File: config.mk
export PLATFORM = sky130hd
export DESIGN_NAME = v3n_div_stage
export DESIGN_NICKNAME = d
export VERILOG_FILES = /design/src/sv/v3n_div_stage.sv
export SDC_FILE = /design/constraint.sdc
export NUM_CORES = 1
export LEC_CHECK = 0
export BUFFER_PORTS_ARGS = -buffer_cell sky130_fd_sc_hd__buf_2
export CORE_MARGIN = 5
export CORE_UTILIZATION = 50
export DETAILED_ROUTE_END_ITERATION = 6
export GPL_TIMING_DRIVEN = 0
export PLACE_DENSITY_LB_ADDON = 0.15
export SLEW_MARGIN = 20
export SYNTH_ARGS = -nofsm -noshare
export SYNTH_HDL_FRONTEND = slang
export SYNTH_SLANG_ARGS = --single-unit
File: constraint.sdc
create_clock -name clk -period 8.3 [get_ports clk]
set_input_delay 1.66 -clock clk [delete_from_list [all_inputs] [get_ports clk]]
set_output_delay 1.66 -clock clk [all_outputs]
set_load 0.01 [all_outputs]
File: src/sv/v3n_div_stage.sv
// One pipeline stage of the restoring divider: two quotient bits per lane.
module v3n_div_stage #(
    parameter int QW = 48
) (
    input  logic          clk,
    input  logic          en,
    input  logic [QW-1:0] in_num,
    input  logic [32:0]   in_rem,
    input  logic [31:0]   divisor,
    output logic [QW-1:0] out_num,
    output logic [32:0]   out_rem
);
    logic [33:0]   r1;
    logic [33:0]   r2;
    logic [32:0]   m1;
    logic [32:0]   m2;
    logic [QW-1:0] n1;
    logic [QW-1:0] n2;
    logic [QW-1:0] num_reg;
    logic [32:0]   rem_reg;

    // Numerator register shifts left; quotient bits fill in at the bottom.
    always_comb
    begin
        r1 = {in_rem, in_num[QW-1]};
        n1 = {in_num[QW-2:0], 1'b0};
        if (r1 >= {2'b00, divisor})
        begin
            m1 = 33'(r1 - {2'b00, divisor});
            n1[0] = 1'b1;
        end
        else
        begin
            m1 = r1[32:0];
        end
        r2 = {m1, n1[QW-1]};
        n2 = {n1[QW-2:0], 1'b0};
        if (r2 >= {2'b00, divisor})
        begin
            m2 = 33'(r2 - {2'b00, divisor});
            n2[0] = 1'b1;
        end
        else
        begin
            m2 = r2[32:0];
        end
    end

    always_ff @(posedge clk)
    begin
        if (en)
        begin
            num_reg <= n2;
            rem_reg <= m2;
        end
    end

    assign out_num = num_reg;
    assign out_rem = rem_reg;
endmodule

==> impl_metrics.tcl <==
set metrics [dict create \
    maxCapViolations 0 \
    synth_top_area_cell "edfxtp_1" \
    drc_errors 0 \
    grt-ovfl-total 0 \
    initial_core_util_pct 50.9 \
    synth.cell_area_um2 6720 \
    synth_seq_cells 81 \
    ctsHoldBuffers 0 \
    cts_sinks 81 \
    slew_viol_final 0 \
    hpwl_um 15100 \
    antenna_found_initial 0 \
    die_w_um 126 \
    avgSynthCellArea_um2 9.63 \
    cts_root_buf "clkbuf_16" \
    first_iter_violations 396 \
    power.density_nw_per_um2 217 \
    cp.required_ns 8.40 \
    synth_top_area_share_pct 36.2 \
    route.vias.total 6089 \
    arrival_ns 8.16 \
    diodes 0 \
    tritoncts "built" \
    setup.worst_path.start_class "input pin" \
    clock.fmax_mhz 124 \
    path_delay_family "compound AO/OA/AOI/OAI gates" \
    syn_inst 698 \
    total_power_mw 1.80 \
    place_area_um2 7950 \
    cp_slowest_stage_delay_ns 0.47 \
    finalHoldViolCount 0 \
    ys.flop_type "edfxtp_1" \
    grt_pass1_wl_um 29800 \
    pwr-share-comb_pct 46.9 \
    synth-async-reset-ratio_pct 0 \
    grt_pass1_vias 6064 \
    p_clk_share_pct 21.2 \
    irDropWorstVdd_mv 0.118 \
    grt_max_degree 60 \
    syn_nets 879 \
    power_frac_seq_pct 32.0 \
    relSlewSlack_pct 61.3 \
    routed_via_density 5.58 \
    intPower_mw 1.14 \
    grtUsageTotal_pct 23.0 \
    final_core_util_pct 62.9 \
    finalInstanceArea_um2 8300 \
    status "complete, no violations" \
    fin_tns_setup_ns 0 \
    cp-end-kind "register" \
    synth_cell_types 62 \
    cts_max_path_buffers 2 \
    htreeDepth 3 \
    fin_nets 1092 \
    place.gp.congestion 0.920 \
    cp.buffers_inverters 8 \
    period_share_pct 97.2 \
    swShare_pct 36.9 \
    yosysWarningCount 0 \
    firstDrtPassIters 5 \
    synth_edf_count 81 \
    clkTransAtPathRegs_ns 0.07 \
    finalWirelength_um 18900 \
    numCtsBuffers 9 \
    netSwitchingPower_uw 664 \
    p_leak_nw 3.71 \
    ant_nets 0 \
    area_growth_syn_to_layout_pct 23.4 \
    synth_area_leaders "edfxtp_1, ha_1, a21oi_1" \
    dieArea_um2 15900 \
    period_minus_slack_ns 8.06 \
    die_y_um 126 \
    hold_class "input pin to register" \
    core_um2 13200 \
    cpMaxStageDelayCell "or4_4" \
    io_pins 196 \
    numPortBuffers 195 \
    ys_seq_area_share_pct 36.2 \
    crit_fanout 10 \
    rows 42 \
    setup_viol 0 \
    drive_above_1_share_pct 28.4 \
    worstMarginPinSlew_ns 0.576 \
    avgRoutedWirePerCell_um 17.3 \
    crit_type "input pin to register" \
]
## area by class of cell
class	instances	area [um^2]
fill	1172	4890
multi-input combinational	542	4000
sequential	81	2430
timing repair buffer	202	1050
clock buffer	9	225
tap	176	220
inverter	53	199
buffer	22	114
clock inverter	7	52.6
## cell usage after synthesis, types with 2 or more instances
| master | number |
|---|---|
| edfxtp_1 | 81 |
| a21oi_1 | 68 |
| ha_1 | 64 |
| nor2_1 | 60 |
| inv_1 | 53 |
| nand2_1 | 45 |
| o21ai_0 | 31 |
| xnor2_1 | 31 |
| mux2_1 | 26 |
| nand3_1 | 24 |
| mux2_2 | 21 |
| xor2_1 | 19 |
| clkbuf_1 | 17 |
| a21o_1 | 13 |
| o21a_1 | 11 |
| o21bai_1 | 11 |
| nor3_1 | 10 |
| nand4_1 | 8 |
| o211ai_1 | 7 |
| a211oi_1 | 6 |
| and3_1 | 6 |
| nor2b_1 | 6 |
| a31oi_1 | 5 |
| mux2i_1 | 5 |
| a21boi_0 | 4 |
| and2_1 | 4 |
| or3_1 | 4 |
| a211o_1 | 3 |
| a221o_1 | 3 |
| buf_6 | 3 |
| nand2b_1 | 3 |
| nor4_1 | 3 |
| o31a_1 | 3 |
| a211oi_2 | 2 |
| a21boi_1 | 2 |
| a311oi_1 | 2 |
| a41oi_1 | 2 |
| buf_1 | 2 |
| fa_1 | 2 |
| nor3b_1 | 2 |
| o21ai_1 | 2 |
| o22ai_1 | 2 |
| o311ai_0 | 2 |
| o31ai_1 | 2 |
## state kept, by name (all words and copies together), names as in the netlist
name,flops
out_num,48
out_rem,33
## cells by family (layout without fill, tap and decap cells)
group                      Yosys count  count (layout)  synth area share [%]
xor gates and xnor gates            50              50                  6.52
buffers and inverters               75             293                  4.52
AOI/OAI and AO/OA                  193             193                  18.9
and+or+nand+nor                    181             181                  12.7
DFF                                 81              81                  36.2
muxes                               52              52                  8.62
adders and majority gates           66              66                  12.5
## per-layer routing
layer	vias up	GRT usage (%)	part of all wire (%)	routed length (um)
met4	0	5.55	1.2	229
met1	2861	30.5	44	8370
met5	-	0	0	0
met3	19	3.98	5.8	1090
li1	3011	-	-	-
met2	198	39.3	49	9170
## power by group through the flow
stage | registers, mW | logic (mW) | clock network (mW)
after floorplan | 0.632 | 0.530 | 0
after global placement | 0.584 | 0.807 | 0
after detailed placement | 0.584 | 0.820 | 0
after CTS | 0.577 | 0.831 | 0.390
after global routing | 0.583 | 0.932 | 0.410
final | 0.576 | 0.844 | 0.381
## cell usage in the layout, fill, tap and decap left out, types with 4 or more instances in the layout
| cell type | n |
|---|---|
| nor2_1 | 60 |
| and2_1 | 4 |
| nand4_1 | 8 |
| clkbuf_16 | 9 |
| mux2_2 | 21 |
| mux2i_1 | 5 |
| xor2_1 | 19 |
| nor3_1 | 10 |
| clkbuf_1 | 14 |
| a21o_1 | 13 |
| o21ai_0 | 31 |
| o211ai_1 | 7 |
| ha_1 | 64 |
| edfxtp_1 | 81 |
| inv_1 | 53 |
| and3_1 | 6 |
| xnor2_1 | 31 |
| a21boi_0 | 4 |
| a21oi_1 | 68 |
| a211oi_1 | 6 |
| buf_2 | 195 |
| nor2b_1 | 6 |
| buf_4 | 7 |
| a31oi_1 | 5 |
| mux2_1 | 26 |
| nand2_1 | 44 |
| o21bai_1 | 11 |
| o21a_1 | 11 |
| nand3_1 | 24 |
| or3_1 | 4 |
## metrics by stage
| step | setup WS (ns) | hold slack (ns) | instances |
|---|---|---|---|
| 2_1_floorplan | 0.677 | 1.76 | 698 |
| 3_3_place_gp | -0.938 | 1.84 | 1069 |
| 3_5_place_dp | -1.00 | 1.84 | 1070 |
| 4_1_cts | 0.0788 | 1.47 | 1088 |
| 5_1_grt | -0.0243 | 1.47 | 1092 |
| 6_report | 0.236 | 1.48 | 1092 |
## path summary, 6_finish.rpt
| path | slack, ns | to | from | depth (start not counted) |
|---|---|---|---|---|
| hold / removal | 1.48 | out_num[3]$_DFFE_PP_ | in_num[1] | 1 |
| setup / recovery | 0.24 | out_rem[15]$_DFFE_PP_ | in_num[47] | 29 |
## timing repair
item,in CTS,in global routing
pin swaps,1,2
endpoints found under the hold margin,0,0
endpoints found under the setup margin,34,34
gates resized for setup,2,11
setup buffers,2,4
(Power assumes the default switching activity.)
