$ cat config.mk
export PLATFORM = sky130hd
export DESIGN_NAME = v3n_sqrt_stage
export DESIGN_NICKNAME = d
export VERILOG_FILES = /design/src/sv/v3n_sqrt_stage.sv
export SDC_FILE = /design/constraint.sdc
export NUM_CORES = 1
export LEC_CHECK = 0
export ABC_AREA = 1
export BUFFER_PORTS_ARGS = -buffer_cell sky130_fd_sc_hd__buf_2
export CORE_AREA = 10 10 184 134
export CTS_CLUSTER_DIAMETER = 80
export CTS_CLUSTER_SIZE = 24
export DETAILED_ROUTE_END_ITERATION = 10
export DIE_AREA = 0 0 194 144
export GPL_TIMING_DRIVEN = 0
export PLACE_DENSITY = 0.67
export SYNTH_ARGS = -nofsm -noshare
export SYNTH_HDL_FRONTEND = slang
export SYNTH_SLANG_ARGS = --single-unit
$ cat constraint.sdc
create_clock -name clk -period 1.95 [get_ports clk]
set_clock_uncertainty 0.1 [all_clocks]
set_input_delay 0.0975 -clock clk [delete_from_list [all_inputs] [get_ports clk]]
set_output_delay 0.0975 -clock clk [all_outputs]
set_load 0.02 [all_outputs]
$ cat src/sv/v3n_sqrt_stage.sv
// One pipeline stage of the integer square root: resolves two root bits.
module v3n_sqrt_stage #(
    parameter int STEP = 0
) (
    input  logic        clk,
    input  logic        rst_n,
    input  logic        en,
    input  logic        in_valid,
    input  logic [63:0] in_rem,
    input  logic [31:0] in_root,
    output logic        out_valid,
    output logic [63:0] out_rem,
    output logic [31:0] out_root
);
    // Two digits per stage, restoring method on the remainder.
    localparam int B0 = 31 - 2*STEP;
    localparam int B1 = B0 - 1;

    logic [63:0] rem_a;
    logic [31:0] root_a;
    logic [63:0] trial_a;
    logic [63:0] rem_b;
    logic [31:0] root_b;
    logic [63:0] trial_b;
    logic        valid_reg;
    logic [63:0] rem_reg;
    logic [31:0] root_reg;

    always_comb
    begin
        trial_a = ({32'd0, in_root} << (B0 + 1)) + (64'd1 << (2*B0));
        rem_a   = in_rem;
        root_a  = in_root;
        if (in_rem >= trial_a)
        begin
            rem_a  = in_rem - trial_a;
            root_a = in_root | (32'd1 << B0);
        end
        trial_b = ({32'd0, root_a} << (B1 + 1)) + (64'd1 << (2*B1));
        rem_b   = rem_a;
        root_b  = root_a;
        if (rem_a >= trial_b)
        begin
            rem_b  = rem_a - trial_b;
            root_b = root_a | (32'd1 << B1);
        end
    end

    always_ff @(posedge clk or negedge rst_n)
    begin
        if (!rst_n)
        begin
            valid_reg <= 1'b0;
        end
        else if (en)
        begin
            valid_reg <= in_valid;
        end
    end

    always_ff @(posedge clk)
    begin
        if (en)
        begin
            rem_reg  <= rem_b;
            root_reg <= root_b;
        end
    end

    assign out_valid = valid_reg;
    assign out_rem   = rem_reg;
    assign out_root  = root_reg;
endmodule

==> run_summary.xml, run 1 <==
<?xml version="1.0" encoding="UTF-8"?>
<metrics>
  <group name="status">
    <metric name="status" unit="">complete, but fails checks</metric>
    <metric name="violations" unit="">negative hold slack, negative setup slack</metric>
  </group>
  <group name="worst_setup_path">
    <metric name="worstPathRequired" unit="ns">1.97</metric>
    <metric name="critical_path_class" unit="">in -&gt; reg</metric>
    <metric name="setup.worst_path.end_class" unit="">register</metric>
    <metric name="critical_path_startpoint_category" unit="">input pin</metric>
    <metric name="cp_max_fo" unit="">8</metric>
    <metric name="critical_path_at" unit="ns">3.82</metric>
  </group>
  <group name="placed_design">
    <metric name="io_buffer_count" unit="">196</metric>
    <metric name="placement.cell_area" unit="sq mm">0.0111</metric>
    <metric name="place.gp.congestion" unit="">0.961</metric>
    <metric name="detailedPlacementHpwl" unit="mm">27.6</metric>
  </group>
  <group name="synthesis">
    <metric name="yosys_warnings" unit="">0</metric>
    <metric name="synth_cells" unit="">1405</metric>
    <metric name="seq_area_frac_synth" unit="%">31.2</metric>
    <metric name="syn_area" unit="sq mm">0.00933</metric>
    <metric name="ys_async_sr_fraction" unit="%">1.03</metric>
    <metric name="netlist_top_cells_area" unit="">sky130_fd_sc_hd__edfxtp_1 (31%), sky130_fd_sc_hd__nand2_1 (21%), sky130_fd_sc_hd__inv_1 (9.7%)</metric>
    <metric name="yosys.area.top_type_share" unit="%">30.9</metric>
    <metric name="avgSynthCellArea" unit="sq um">6.64</metric>
    <metric name="netlist.top_cell.by_area" unit="">sky130_fd_sc_hd__edfxtp_1</metric>
    <metric name="post_synth_num_cell_types" unit="">41</metric>
    <metric name="edff_count_synth" unit="">96</metric>
    <metric name="ys_seq_elements" unit="">97</metric>
    <metric name="ys_dominant_reg_cell" unit="">sky130_fd_sc_hd__edfxtp_1</metric>
    <metric name="syn_nets" unit="">1573</metric>
  </group>
  <group name="clocking">
    <metric name="cts_hold_buf" unit="">64</metric>
    <metric name="cts_bufs_inserted" unit="">9</metric>
    <metric name="tritoncts_clock_tree" unit="">built</metric>
    <metric name="clock_latency" unit="ns">0.36</metric>
    <metric name="cts_root_buf" unit="">sky130_fd_sc_hd__clkbuf_16</metric>
    <metric name="htreeDepth" unit="">3</metric>
    <metric name="max-clock-path-buffers" unit="">2</metric>
    <metric name="clk_transition_reported_paths" unit="ns">0.08</metric>
    <metric name="clock_sinks" unit="">97</metric>
  </group>
  <group name="finish">
    <metric name="synthToLayoutAreaGrowth" unit="%">55.2</metric>
    <metric name="fillCellCount" unit="">1738</metric>
    <metric name="stdcell_area" unit="sq mm">0.0145</metric>
    <metric name="final_common_cell" unit="">sky130_fd_sc_hd__nand2_1</metric>
    <metric name="commonest_cells_after_routing_fill_and_taps_aside" unit="">sky130_fd_sc_hd__nand2_1 (432), sky130_fd_sc_hd__inv_1 (218), sky130_fd_sc_hd__buf_2 (190)</metric>
    <metric name="drive_gt1_share" unit="%">36.4</metric>
    <metric name="finish.net_count" unit="">1946</metric>
    <metric name="n_antenna_cell" unit="">0</metric>
  </group>
  <group name="sta">
    <metric name="final.min_clock_period" unit="ns">3.80</metric>
    <metric name="worst_hold_slack" unit="ns">-0.0761</metric>
    <metric name="worst_slack" unit="ns">-1.85</metric>
    <metric name="maxClockFrequency" unit="MHz">263</metric>
    <metric name="min_period_over_period" unit="%">195</metric>
    <metric name="tightest_pin_transition" unit="ns">0.546</metric>
    <metric name="setup_repair_after_global_routing_missed_its_margin" unit="">yes</metric>
    <metric name="report.final.setup_viol" unit="">35</metric>
    <metric name="timing.slew.headroom" unit="%">63.2</metric>
    <metric name="timing_max_transition_violations_final" unit="">0</metric>
    <metric name="hold_viol" unit="">1</metric>
  </group>
  <group name="drt">
    <metric name="detail_route.wl_per_cell" unit="um">18.3</metric>
    <metric name="drtIter0Drc" unit="">1044</metric>
    <metric name="drc" unit="">0</metric>
    <metric name="finalWirelength" unit="mm">37.7</metric>
    <metric name="detailroute.via_count" unit="">10700</metric>
    <metric name="route.antenna.remaining_nets" unit="">0</metric>
    <metric name="detail_route.first_pass.iterations" unit="">5</metric>
    <metric name="routed_via_density" unit="">5.18</metric>
  </group>
  <group name="floorplanning">
    <metric name="initial_utilization" unit="%">43.8</metric>
    <metric name="die_area" unit="sq mm">0.0279</metric>
    <metric name="die-width" unit="um">194</metric>
    <metric name="rows" unit="">45</metric>
    <metric name="core_area" unit="sq mm">0.0213</metric>
    <metric name="io_pins" unit="">197</metric>
    <metric name="die-height" unit="um">144</metric>
  </group>
  <group name="grt">
    <metric name="global_route.overflow_total" unit="">0</metric>
    <metric name="vias_in_the_first_global_route" unit="">10300</metric>
    <metric name="grt_first_pass_wirelength" unit="mm">56.7</metric>
    <metric name="grt_util_all_layers" unit="%">25.7</metric>
    <metric name="antenna_found_initial" unit="">0</metric>
    <metric name="largest_net_degree_at_the_start_of_global_routing" unit="">75</metric>
  </group>
  <group name="power">
    <metric name="vdd_ir_drop_max" unit="uV">576</metric>
    <metric name="pwr_density_cell" unit="mW/mm^2">839</metric>
    <metric name="total_leakage_power" unit="nW">7.09</metric>
  </group>
  <group name="job">
    <metric name="max_capacitance_violation_total" unit="">0</metric>
  </group>
  <group name="hold_path">
    <metric name="hold_class" unit="">in -&gt; reg</metric>
  </group>
</metrics>
stage by stage:
| step | utilization [%] | TNS (ns) | total power [mW] | setup WS, ns | cells |
|---|---|---|---|---|---|
| floorplan | - | -52.28 | 6.48 | -1.55 | 1405 |
| global placement | 52.1 | -114.97 | 7.96 | -2.78 | 1883 |
| detailed placement | 52.2 | -91.91 | 8.02 | -2.77 | 1884 |
| CTS | 65.7 | -55.71 | 11.5 | -1.72 | 2047 |
| global route | 68.0 | -65.91 | 12.8 | -1.98 | 2065 |
| finish | 68.0 | -61.13 | 12.2 | -1.85 | 2065 |
report_power, final:
part | internal, mW | switching [mW]
Combinational | 3.19 | 4.34
Sequential | 2.76 | 0.0795
Clock | 0.894 | 0.894
Total | 6.84 | 5.31
worst max-delay path, stage by stage:
cell and delay, ns:
sky130_fd_sc_hd__buf_6 0.10, sky130_fd_sc_hd__xnor2_2 0.19, sky130_fd_sc_hd__ha_4 0.24, sky130_fd_sc_hd__inv_2 0.11, sky130_fd_sc_hd__o21bai_1 0.10, sky130_fd_sc_hd__nor2_1 0.15, sky130_fd_sc_hd__nand2_1 0.11, sky130_fd_sc_hd__a21oi_4 0.20
sky130_fd_sc_hd__buf_12 0.14, sky130_fd_sc_hd__nand3_4 0.10, sky130_fd_sc_hd__buf_12 0.17, sky130_fd_sc_hd__buf_16 0.15, sky130_fd_sc_hd__nand2_4 0.08, sky130_fd_sc_hd__and2_4 0.15, sky130_fd_sc_hd__ha_4 0.21, sky130_fd_sc_hd__a21oi_4 0.18
sky130_fd_sc_hd__inv_1 0.07, sky130_fd_sc_hd__nor2_2 0.18, sky130_fd_sc_hd__nand2_2 0.10, sky130_fd_sc_hd__a21oi_2 0.16, sky130_fd_sc_hd__nand3_2 0.10, sky130_fd_sc_hd__nor2_4 0.27, sky130_fd_sc_hd__inv_8 0.10, sky130_fd_sc_hd__buf_6 0.13
sky130_fd_sc_hd__or2_4 0.21
registers in the layout (all words and copies together) (netlist names):
register and cells:
out_rem 64, out_root 32, out_valid 1
final cells by class:
class                      count  area [sq um]  area share [%]
multi-input combinational   1039          7020            48.5
sequential                    97          2910            20.1
timing repair buffer         363          2710            18.7
inverter                     255          1010            6.97
tap                          282           353            2.44
clock buffer                   9           225            1.56
buffer                        12           191            1.32
clock inverter                 7          65.1           0.449
timing repair inverter         1          6.26          0.0432
cells in the mapped netlist, types with 12 or more instances:
library cell / number
sky130_fd_sc_hd__inv_1: 240
sky130_fd_sc_hd__nand2_1: 530
sky130_fd_sc_hd__nand3_1: 71
sky130_fd_sc_hd__and2_1: 21
sky130_fd_sc_hd__nor2_1: 127
sky130_fd_sc_hd__inv_2: 14
sky130_fd_sc_hd__edfxtp_1: 96
sky130_fd_sc_hd__nand4_1: 31
sky130_fd_sc_hd__a21oi_1: 53
sky130_fd_sc_hd__nand2_4: 12
sky130_fd_sc_hd__o21ai_0: 15
sky130_fd_sc_hd__ha_1: 66
sky130_fd_sc_hd__xor2_1: 18
repair_timing:
| item | 4_1_cts | 5_1_grt |
|---|---|---|
| pin swaps | 60 | 16 |
| resized for setup | 232 | 92 |
| endpoints found under the hold margin | 64 | 1 |
| setup endpoints to repair | 35 | 35 |
| buffers inserted | 76 | 16 |
| gates cloned | 8 | 3 |
per-layer routing:
metal,share of wire (%),routed length (um),GRT usage [%]
met2,44,16600,41.0
met5,0,0,0
met3,10,3790,5.23
met4,1.8,682,5.49
met1,44,16600,35.3
cell families (layout without fill, tap and decap cells):
family                   count (synthesis)  after routing  synth area share (%)
AO/OA/AOI/OAI                           95             95                  5.98
XOR/XNOR                                29             29                  2.72
adder cells (fa/ha/maj)                 68             68                  9.28
buffers and inverters                  269            647                  11.4
flip-flops                              97             97                  31.2
multiplexers                             1              1                 0.121
AND/OR/NAND/NOR                        846            846                  39.4
path summary, 6_finish.rpt:
check,from,endpoint,slack (ns),cells past startpoint
min,in_root[31],out_root[31],-0.08,3
min in group asynchronous,rst_n,out_valid,0.47,3
max reg2reg,out_valid,out_valid,1.10,1
max in group asynchronous,rst_n,out_valid,1.18,3
min reg2reg,out_valid,out_valid,0.42,1
max,in_root[31],out_root[30],-1.85,25
No activity file was read; power rests on OpenSTA's default activity.
==> inputs of run 2 (changes only) <==
--- a/config.mk
+++ b/config.mk
@@ -7,13 +7,14 @@
 export LEC_CHECK = 0
 export ABC_AREA = 1
 export BUFFER_PORTS_ARGS = -buffer_cell sky130_fd_sc_hd__buf_2
-export CORE_AREA = 10 10 184 134
+export CORE_AREA = 2 2 176 126
 export CTS_CLUSTER_DIAMETER = 80
 export CTS_CLUSTER_SIZE = 24
 export DETAILED_ROUTE_END_ITERATION = 10
-export DIE_AREA = 0 0 194 144
+export DIE_AREA = 0 0 178 128
 export GPL_TIMING_DRIVEN = 0
 export PLACE_DENSITY = 0.67
+export SKIP_CTS_REPAIR_TIMING = 1
 export SYNTH_ARGS = -nofsm -noshare
 export SYNTH_HDL_FRONTEND = slang
 export SYNTH_SLANG_ARGS = --single-unit
==> run_summary.xml, run 2 (same netlist as run 1, synthesis figures left out) <==
<?xml version="1.0" encoding="UTF-8"?>
<metrics>
  <group name="worst_setup_path">
    <metric name="critical_path_at" unit="ns">3.79</metric>
    <metric name="cp_max_fo" unit="">10</metric>
    <metric name="worstPathRequired" unit="ns">1.95</metric>
    <metric name="setup.worst_path.start" unit="">in_root[21]</metric>
    <metric name="rr_startpoint" unit="">out_valid</metric>
    <metric name="worst_path_most_repeated_cell" unit="">sky130_fd_sc_hd__nand2_2</metric>
    <metric name="largest_stage_delay_on_the_critical_path" unit="ns">0.33</metric>
    <metric name="worst_path_max_delay_cell" unit="">sky130_fd_sc_hd__ha_4</metric>
    <metric name="critical_path_startpoint_category" unit="">input pin</metric>
    <metric name="setup.worst_path.end_class" unit="">register</metric>
    <metric name="critical_path_class" unit="">in -&gt; reg</metric>
  </group>
  <group name="sta">
    <metric name="timing.slew.headroom" unit="%">72.7</metric>
    <metric name="timing_max_transition_violations_final" unit="">0</metric>
    <metric name="tightest_pin_transition" unit="ns">0.410</metric>
    <metric name="maxClockFrequency" unit="MHz">264</metric>
    <metric name="worst_slack" unit="ns">-1.84</metric>
    <metric name="final.min_clock_period" unit="ns">3.79</metric>
    <metric name="hold_viol" unit="">1</metric>
    <metric name="worst_hold_slack" unit="ns">-0.0500</metric>
    <metric name="setup_repair_after_global_routing_missed_its_margin" unit="">yes</metric>
    <metric name="report.final.setup_viol" unit="">35</metric>
    <metric name="min_period_over_period" unit="%">194</metric>
  </group>
  <group name="finish">
    <metric name="final_common_cell" unit="">sky130_fd_sc_hd__nand2_1</metric>
    <metric name="largest_register_ff_count" unit="">64</metric>
    <metric name="core_occupancy_in_the_finished_layout" unit="%">66.0</metric>
    <metric name="layout.area.seq" unit="sq mm">0.00291</metric>
    <metric name="synthToLayoutAreaGrowth" unit="%">50.2</metric>
    <metric name="finish.net_count" unit="">1916</metric>
    <metric name="n_antenna_cell" unit="">0</metric>
    <metric name="fillCellCount" unit="">1835</metric>
    <metric name="commonest_cells_after_routing_fill_and_taps_aside" unit="">sky130_fd_sc_hd__nand2_1 (472), sky130_fd_sc_hd__inv_1 (214), sky130_fd_sc_hd__buf_2 (185)</metric>
    <metric name="drive_gt1_share" unit="%">32.9</metric>
    <metric name="multiInputGateArea" unit="sq mm">0.00688</metric>
  </group>
  <group name="drt">
    <metric name="routed_via_density" unit="">5.10</metric>
    <metric name="route.antenna.remaining_nets" unit="">0</metric>
    <metric name="drtIter0Drc" unit="">979</metric>
    <metric name="detail_route.wl_per_cell" unit="um">16.8</metric>
    <metric name="detail_route.first_pass.iterations" unit="">7</metric>
    <metric name="finalWirelength" unit="mm">34.1</metric>
    <metric name="detailroute.via_count" unit="">10400</metric>
    <metric name="drc" unit="">0</metric>
  </group>
  <group name="clocking">
    <metric name="max-clock-path-buffers" unit="">2</metric>
    <metric name="htreeDepth" unit="">3</metric>
    <metric name="clock_sinks" unit="">97</metric>
    <metric name="tritoncts_clock_tree" unit="">built</metric>
    <metric name="cts_root_buf" unit="">sky130_fd_sc_hd__clkbuf_16</metric>
    <metric name="clock_latency" unit="ns">0.37</metric>
    <metric name="cts_bufs_inserted" unit="">9</metric>
    <metric name="clk_transition_reported_paths" unit="ns">0.08</metric>
  </group>
  <group name="floorplanning">
    <metric name="core_area" unit="sq mm">0.0212</metric>
    <metric name="die_area" unit="sq mm">0.0228</metric>
    <metric name="initial_utilization" unit="%">43.9</metric>
    <metric name="die-height" unit="um">128</metric>
    <metric name="io_pins" unit="">197</metric>
    <metric name="die-width" unit="um">178</metric>
    <metric name="rows" unit="">45</metric>
  </group>
  <group name="hold_path">
    <metric name="timing.hold.worst.start" unit="">in_root[31]</metric>
    <metric name="hold_class" unit="">in -&gt; reg</metric>
  </group>
  <group name="status">
    <metric name="status" unit="">complete, but fails checks</metric>
    <metric name="violations" unit="">negative hold slack, negative setup slack</metric>
  </group>
  <group name="placed_design">
    <metric name="detailedPlacementHpwl" unit="mm">26.1</metric>
    <metric name="io_buffer_count" unit="">196</metric>
    <metric name="place.gp.congestion" unit="">0.945</metric>
  </group>
  <group name="grt">
    <metric name="global_route.overflow_total" unit="">0</metric>
    <metric name="antenna_found_initial" unit="">0</metric>
    <metric name="grt_util_all_layers" unit="%">27.1</metric>
    <metric name="largest_net_degree_at_the_start_of_global_routing" unit="">70</metric>
    <metric name="vias_in_the_first_global_route" unit="">8419</metric>
    <metric name="grt_first_pass_wirelength" unit="mm">46.1</metric>
  </group>
  <group name="power">
    <metric name="pwr_density_cell" unit="mW/mm^2">813</metric>
    <metric name="vdd_ir_drop_max" unit="uV">484</metric>
    <metric name="total_leakage_power" unit="nW">6.89</metric>
    <metric name="design_power_total" unit="mW">11.4</metric>
  </group>
  <group name="job">
    <metric name="max_capacitance_violation_total" unit="">0</metric>
  </group>
</metrics>
-- run 2: changes by cell type in the layout (fill, tap and decap cells not counted), sizes merged --
cell | before | now
dlygate4sd3 | 64 | 65
clkbuf | 13 | 17
bufinv | 0 | 1
bufbuf | 1 | 0
inv | 250 | 249
clkinv | 4 | 3
buf | 306 | 273
-- run 2: worst paths after layout --
check,end,slack (ns),depth (start not counted)
max,out_rem[39],-1.84,32
min,out_root[31],-0.05,3
min in group asynchronous,out_valid,0.44,3
max reg2reg,out_valid,1.11,1
min reg2reg,out_valid,0.41,1
max in group asynchronous,out_valid,1.21,3
-- run 2: per-stage QoR --
step	area, sq um	setup slack, ns	hold WS, ns	setup TNS, ns	cells
final	14000	-1.84	-0.0500	-60.47	2035
after detailed placement	11100	-2.82	-0.225	-93.51	1884
after global placement	11100	-2.86	-0.227	-115.79	1883
after floorplan	9750	-1.55	-0.298	-52.28	1405
after CTS	11400	-2.47	-0.616	-81.12	1900
after global routing	14000	-1.99	-0.0451	-65.86	2035
-- run 2: worst max-delay path, delay by kind of cell --
kind / cells / cell delay (ns)
adder cells (fa/ha/maj): 2 / 0.58
AND/OR/NAND/NOR: 20 / 1.87
buffers and inverters: 9 / 1.14
AO/OA/AOI/OAI: 1 / 0.10
-- run 2: power by group --
| group | switching (mW) | total, mW | internal (mW) |
|---|---|---|---|
| registers | 0.0759 | 2.83 | 2.76 |
| logic | 3.94 | 6.58 | 2.64 |
| clock network | 0.943 | 1.98 | 1.04 |
| total | 4.96 | 11.4 | 6.43 |
-- run 2: area by class of cell --
type,instances,share of cell area [%]
Buffer,13,1.29
Clock buffer,9,1.61
Clock inverter,7,0.670
Inverter,255,7.24
Multi-Input combinational cell,1039,49.1
Sequential cell,97,20.8
Tap cell,282,2.52
Timing Repair Buffer,333,16.8
-- run 2: routing by layer --
| metal | routed length (um) | GRT usage (%) |
|---|---|---|
| met1 | 16000 | 41.4 |
| met2 | 14500 | 39.1 |
| met3 | 3150 | 5.49 |
| met4 | 454 | 5.83 |
| met5 | 0 | 0 |
==> inputs of run 3 (changes only) <==
--- a/config.mk
+++ b/config.mk
@@ -7,13 +7,13 @@
 export LEC_CHECK = 0
 export ABC_AREA = 1
 export BUFFER_PORTS_ARGS = -buffer_cell sky130_fd_sc_hd__buf_2
-export CORE_AREA = 2 2 176 126
+export CORE_AREA = 3 3 177 127
 export CTS_CLUSTER_DIAMETER = 80
 export CTS_CLUSTER_SIZE = 24
 export DETAILED_ROUTE_END_ITERATION = 10
-export DIE_AREA = 0 0 178 128
+export DIE_AREA = 0 0 180 130
 export GPL_TIMING_DRIVEN = 0
-export PLACE_DENSITY = 0.67
+export PLACE_DENSITY_LB_ADDON = 0.1
 export SKIP_CTS_REPAIR_TIMING = 1
 export SYNTH_ARGS = -nofsm -noshare
 export SYNTH_HDL_FRONTEND = slang
==> run_summary.xml, run 3 (same netlist as run 1, synthesis figures left out) <==
<?xml version="1.0" encoding="UTF-8"?>
<metrics>
  <group name="status">
    <metric name="status" unit="">complete, but fails checks</metric>
    <metric name="violations" unit="">negative hold slack, negative setup slack</metric>
  </group>
  <group name="sta">
    <metric name="timing.slew.headroom" unit="%">73.7</metric>
    <metric name="timing_max_transition_violations_final" unit="">0</metric>
    <metric name="worst_slack" unit="ns">-1.84</metric>
    <metric name="maxClockFrequency" unit="MHz">264</metric>
    <metric name="tightest_pin_transition" unit="ns">0.395</metric>
    <metric name="finalSetupTns" unit="ns">-61.20</metric>
    <metric name="worst_hold_slack" unit="ns">-0.0424</metric>
    <metric name="final.min_clock_period" unit="ns">3.79</metric>
    <metric name="hold_viol" unit="">1</metric>
    <metric name="min_period_over_period" unit="%">195</metric>
    <metric name="report.final.setup_viol" unit="">35</metric>
    <metric name="setup_repair_after_global_routing_missed_its_margin" unit="">yes</metric>
  </group>
  <group name="placed_design">
    <metric name="place.gp.congestion" unit="">0.952</metric>
    <metric name="detailedPlace.worstSlack" unit="ns">-2.87</metric>
    <metric name="detailedPlacementHpwl" unit="mm">26.6</metric>
    <metric name="io_buffer_count" unit="">196</metric>
  </group>
  <group name="worst_setup_path">
    <metric name="cp_max_fo" unit="">10</metric>
    <metric name="critical_path_class" unit="">in -&gt; reg</metric>
    <metric name="setup.worst_path.end_class" unit="">register</metric>
    <metric name="ff2ff_path_depth" unit="">1</metric>
    <metric name="critical_path_at" unit="ns">3.80</metric>
    <metric name="worstPathRequired" unit="ns">1.96</metric>
    <metric name="critical_path_startpoint_category" unit="">input pin</metric>
  </group>
  <group name="grt">
    <metric name="grt_util_all_layers" unit="%">26.2</metric>
    <metric name="grt_first_pass_wirelength" unit="mm">47.2</metric>
    <metric name="antenna_found_initial" unit="">0</metric>
    <metric name="largest_net_degree_at_the_start_of_global_routing" unit="">72</metric>
    <metric name="vias_in_the_first_global_route" unit="">8638</metric>
    <metric name="global_route.overflow_total" unit="">0</metric>
  </group>
  <group name="hold_path">
    <metric name="worst_hold_path.num_cells" unit="">3</metric>
    <metric name="hold_class" unit="">in -&gt; reg</metric>
  </group>
  <group name="clocking">
    <metric name="clock_latency" unit="ns">0.35</metric>
    <metric name="htreeDepth" unit="">3</metric>
    <metric name="clk_transition_reported_paths" unit="ns">0.07</metric>
    <metric name="cts_bufs_inserted" unit="">9</metric>
    <metric name="max-clock-path-buffers" unit="">2</metric>
    <metric name="tritoncts_clock_tree" unit="">built</metric>
    <metric name="clock_sinks" unit="">97</metric>
    <metric name="cts_root_buf" unit="">sky130_fd_sc_hd__clkbuf_16</metric>
  </group>
  <group name="drt">
    <metric name="routed_via_density" unit="">5.11</metric>
    <metric name="drc" unit="">0</metric>
    <metric name="route.antenna.remaining_nets" unit="">0</metric>
    <metric name="finalWirelength" unit="mm">35.1</metric>
    <metric name="detailroute.via_count" unit="">10300</metric>
    <metric name="drtIter0Drc" unit="">890</metric>
    <metric name="detail_route.first_pass.iterations" unit="">6</metric>
    <metric name="detail_route.wl_per_cell" unit="um">17.3</metric>
  </group>
  <group name="finish">
    <metric name="n_antenna_cell" unit="">0</metric>
    <metric name="largest_register_ff_count" unit="">64</metric>
    <metric name="drive_gt1_share" unit="%">32.6</metric>
    <metric name="final_common_cell" unit="">sky130_fd_sc_hd__nand2_1</metric>
    <metric name="finish.net_count" unit="">1913</metric>
    <metric name="synthToLayoutAreaGrowth" unit="%">49.0</metric>
    <metric name="commonest_cells_after_routing_fill_and_taps_aside" unit="">sky130_fd_sc_hd__nand2_1 (462), sky130_fd_sc_hd__inv_1 (222), sky130_fd_sc_hd__buf_2 (189)</metric>
  </group>
  <group name="power">
    <metric name="total_leakage_power" unit="nW">6.91</metric>
    <metric name="vdd_ir_drop_max" unit="uV">514</metric>
    <metric name="pwr_density_cell" unit="mW/mm^2">822</metric>
  </group>
  <group name="floorplanning">
    <metric name="initial_utilization" unit="%">44.9</metric>
    <metric name="core_area" unit="sq mm">0.0208</metric>
    <metric name="io_pins" unit="">197</metric>
    <metric name="die-height" unit="um">130</metric>
    <metric name="die_area" unit="sq mm">0.0234</metric>
    <metric name="die-width" unit="um">180</metric>
    <metric name="rows" unit="">44</metric>
  </group>
  <group name="job">
    <metric name="max_capacitance_violation_total" unit="">0</metric>
  </group>
</metrics>
-- run 3: worst paths after layout --
path,slack [ns],from,endpoint
min in group asynchronous,0.51,rst_n,out_valid
max in group asynchronous,1.13,rst_n,out_valid
hold / removal,-0.04,in_root[31],out_root[31]
setup / recovery,-1.84,in_root[18],out_rem[52]
setup reg to reg,1.11,out_valid,out_valid
hold reg to reg,0.41,out_valid,out_valid
-- run 3: area by class of cell --
| type | instances | area, sq um |
|---|---|---|
| Sequential cell | 97 | 2910 |
| Tap cell | 276 | 345 |
| Buffer | 14 | 225 |
| Inverter | 255 | 1000 |
| Multi-Input combinational cell | 1039 | 6760 |
| Clock inverter | 7 | 61.3 |
| Clock buffer | 9 | 225 |
| Fill cell | 1799 | 6850 |
| Timing Repair Buffer | 329 | 2370 |
-- run 3: worst max-delay path, stage by stage --
cell and delay [ns]:
sky130_fd_sc_hd__buf_2 0.11, sky130_fd_sc_hd__inv_1 0.22, sky130_fd_sc_hd__ha_4 0.27, sky130_fd_sc_hd__nand2_1 0.16, sky130_fd_sc_hd__inv_1 0.06, sky130_fd_sc_hd__nand2_1 0.06, sky130_fd_sc_hd__nand2_1 0.06, sky130_fd_sc_hd__nand2_1 0.06
sky130_fd_sc_hd__nand2_1 0.10, sky130_fd_sc_hd__a21oi_4 0.16, sky130_fd_sc_hd__buf_12 0.15, sky130_fd_sc_hd__clkbuf_2 0.23, sky130_fd_sc_hd__nand4_1 0.23, sky130_fd_sc_hd__and2_4 0.23, sky130_fd_sc_hd__ha_4 0.29, sky130_fd_sc_hd__nand2_4 0.07
sky130_fd_sc_hd__nor3_4 0.24, sky130_fd_sc_hd__nand2_4 0.10, sky130_fd_sc_hd__nor2_4 0.13, sky130_fd_sc_hd__nand2_2 0.08, sky130_fd_sc_hd__nor2_4 0.12, sky130_fd_sc_hd__nor2_4 0.05, sky130_fd_sc_hd__buf_12 0.15, sky130_fd_sc_hd__buf_12 0.15
sky130_fd_sc_hd__nand3_2 0.12, sky130_fd_sc_hd__nand2_1 0.06
-- run 3: per-layer routing --
layer / vias to the layer above / routed length [um] / global-route usage (%)
met5: - / 0 / 0
met4: 0 / 422 / 5.41
met3: 29 / 2850 / 5.74
met2: 422 / 15200 / 39.1
met1: 4787 / 16600 / 39.3
li1: 5105 / - / -
-- run 3: metrics by stage --
step           area (sq um)  util, %  instances  total power, mW
4_1_cts               11400     54.9       1894             9.80
3_3_place_gp          11100     53.4       1877             7.96
6_report              13900     67.0       2026             11.4
2_1_floorplan          9750        -       1405             6.48
3_5_place_dp          11100     53.5       1878             8.00
5_1_grt               13900     67.0       2026             12.1
-- run 3: power by group --
group | internal [mW] | switching, mW
logic | 2.78 | 4.02
registers | 2.76 | 0.0743
clock network | 0.893 | 0.892
total | 6.43 | 4.99
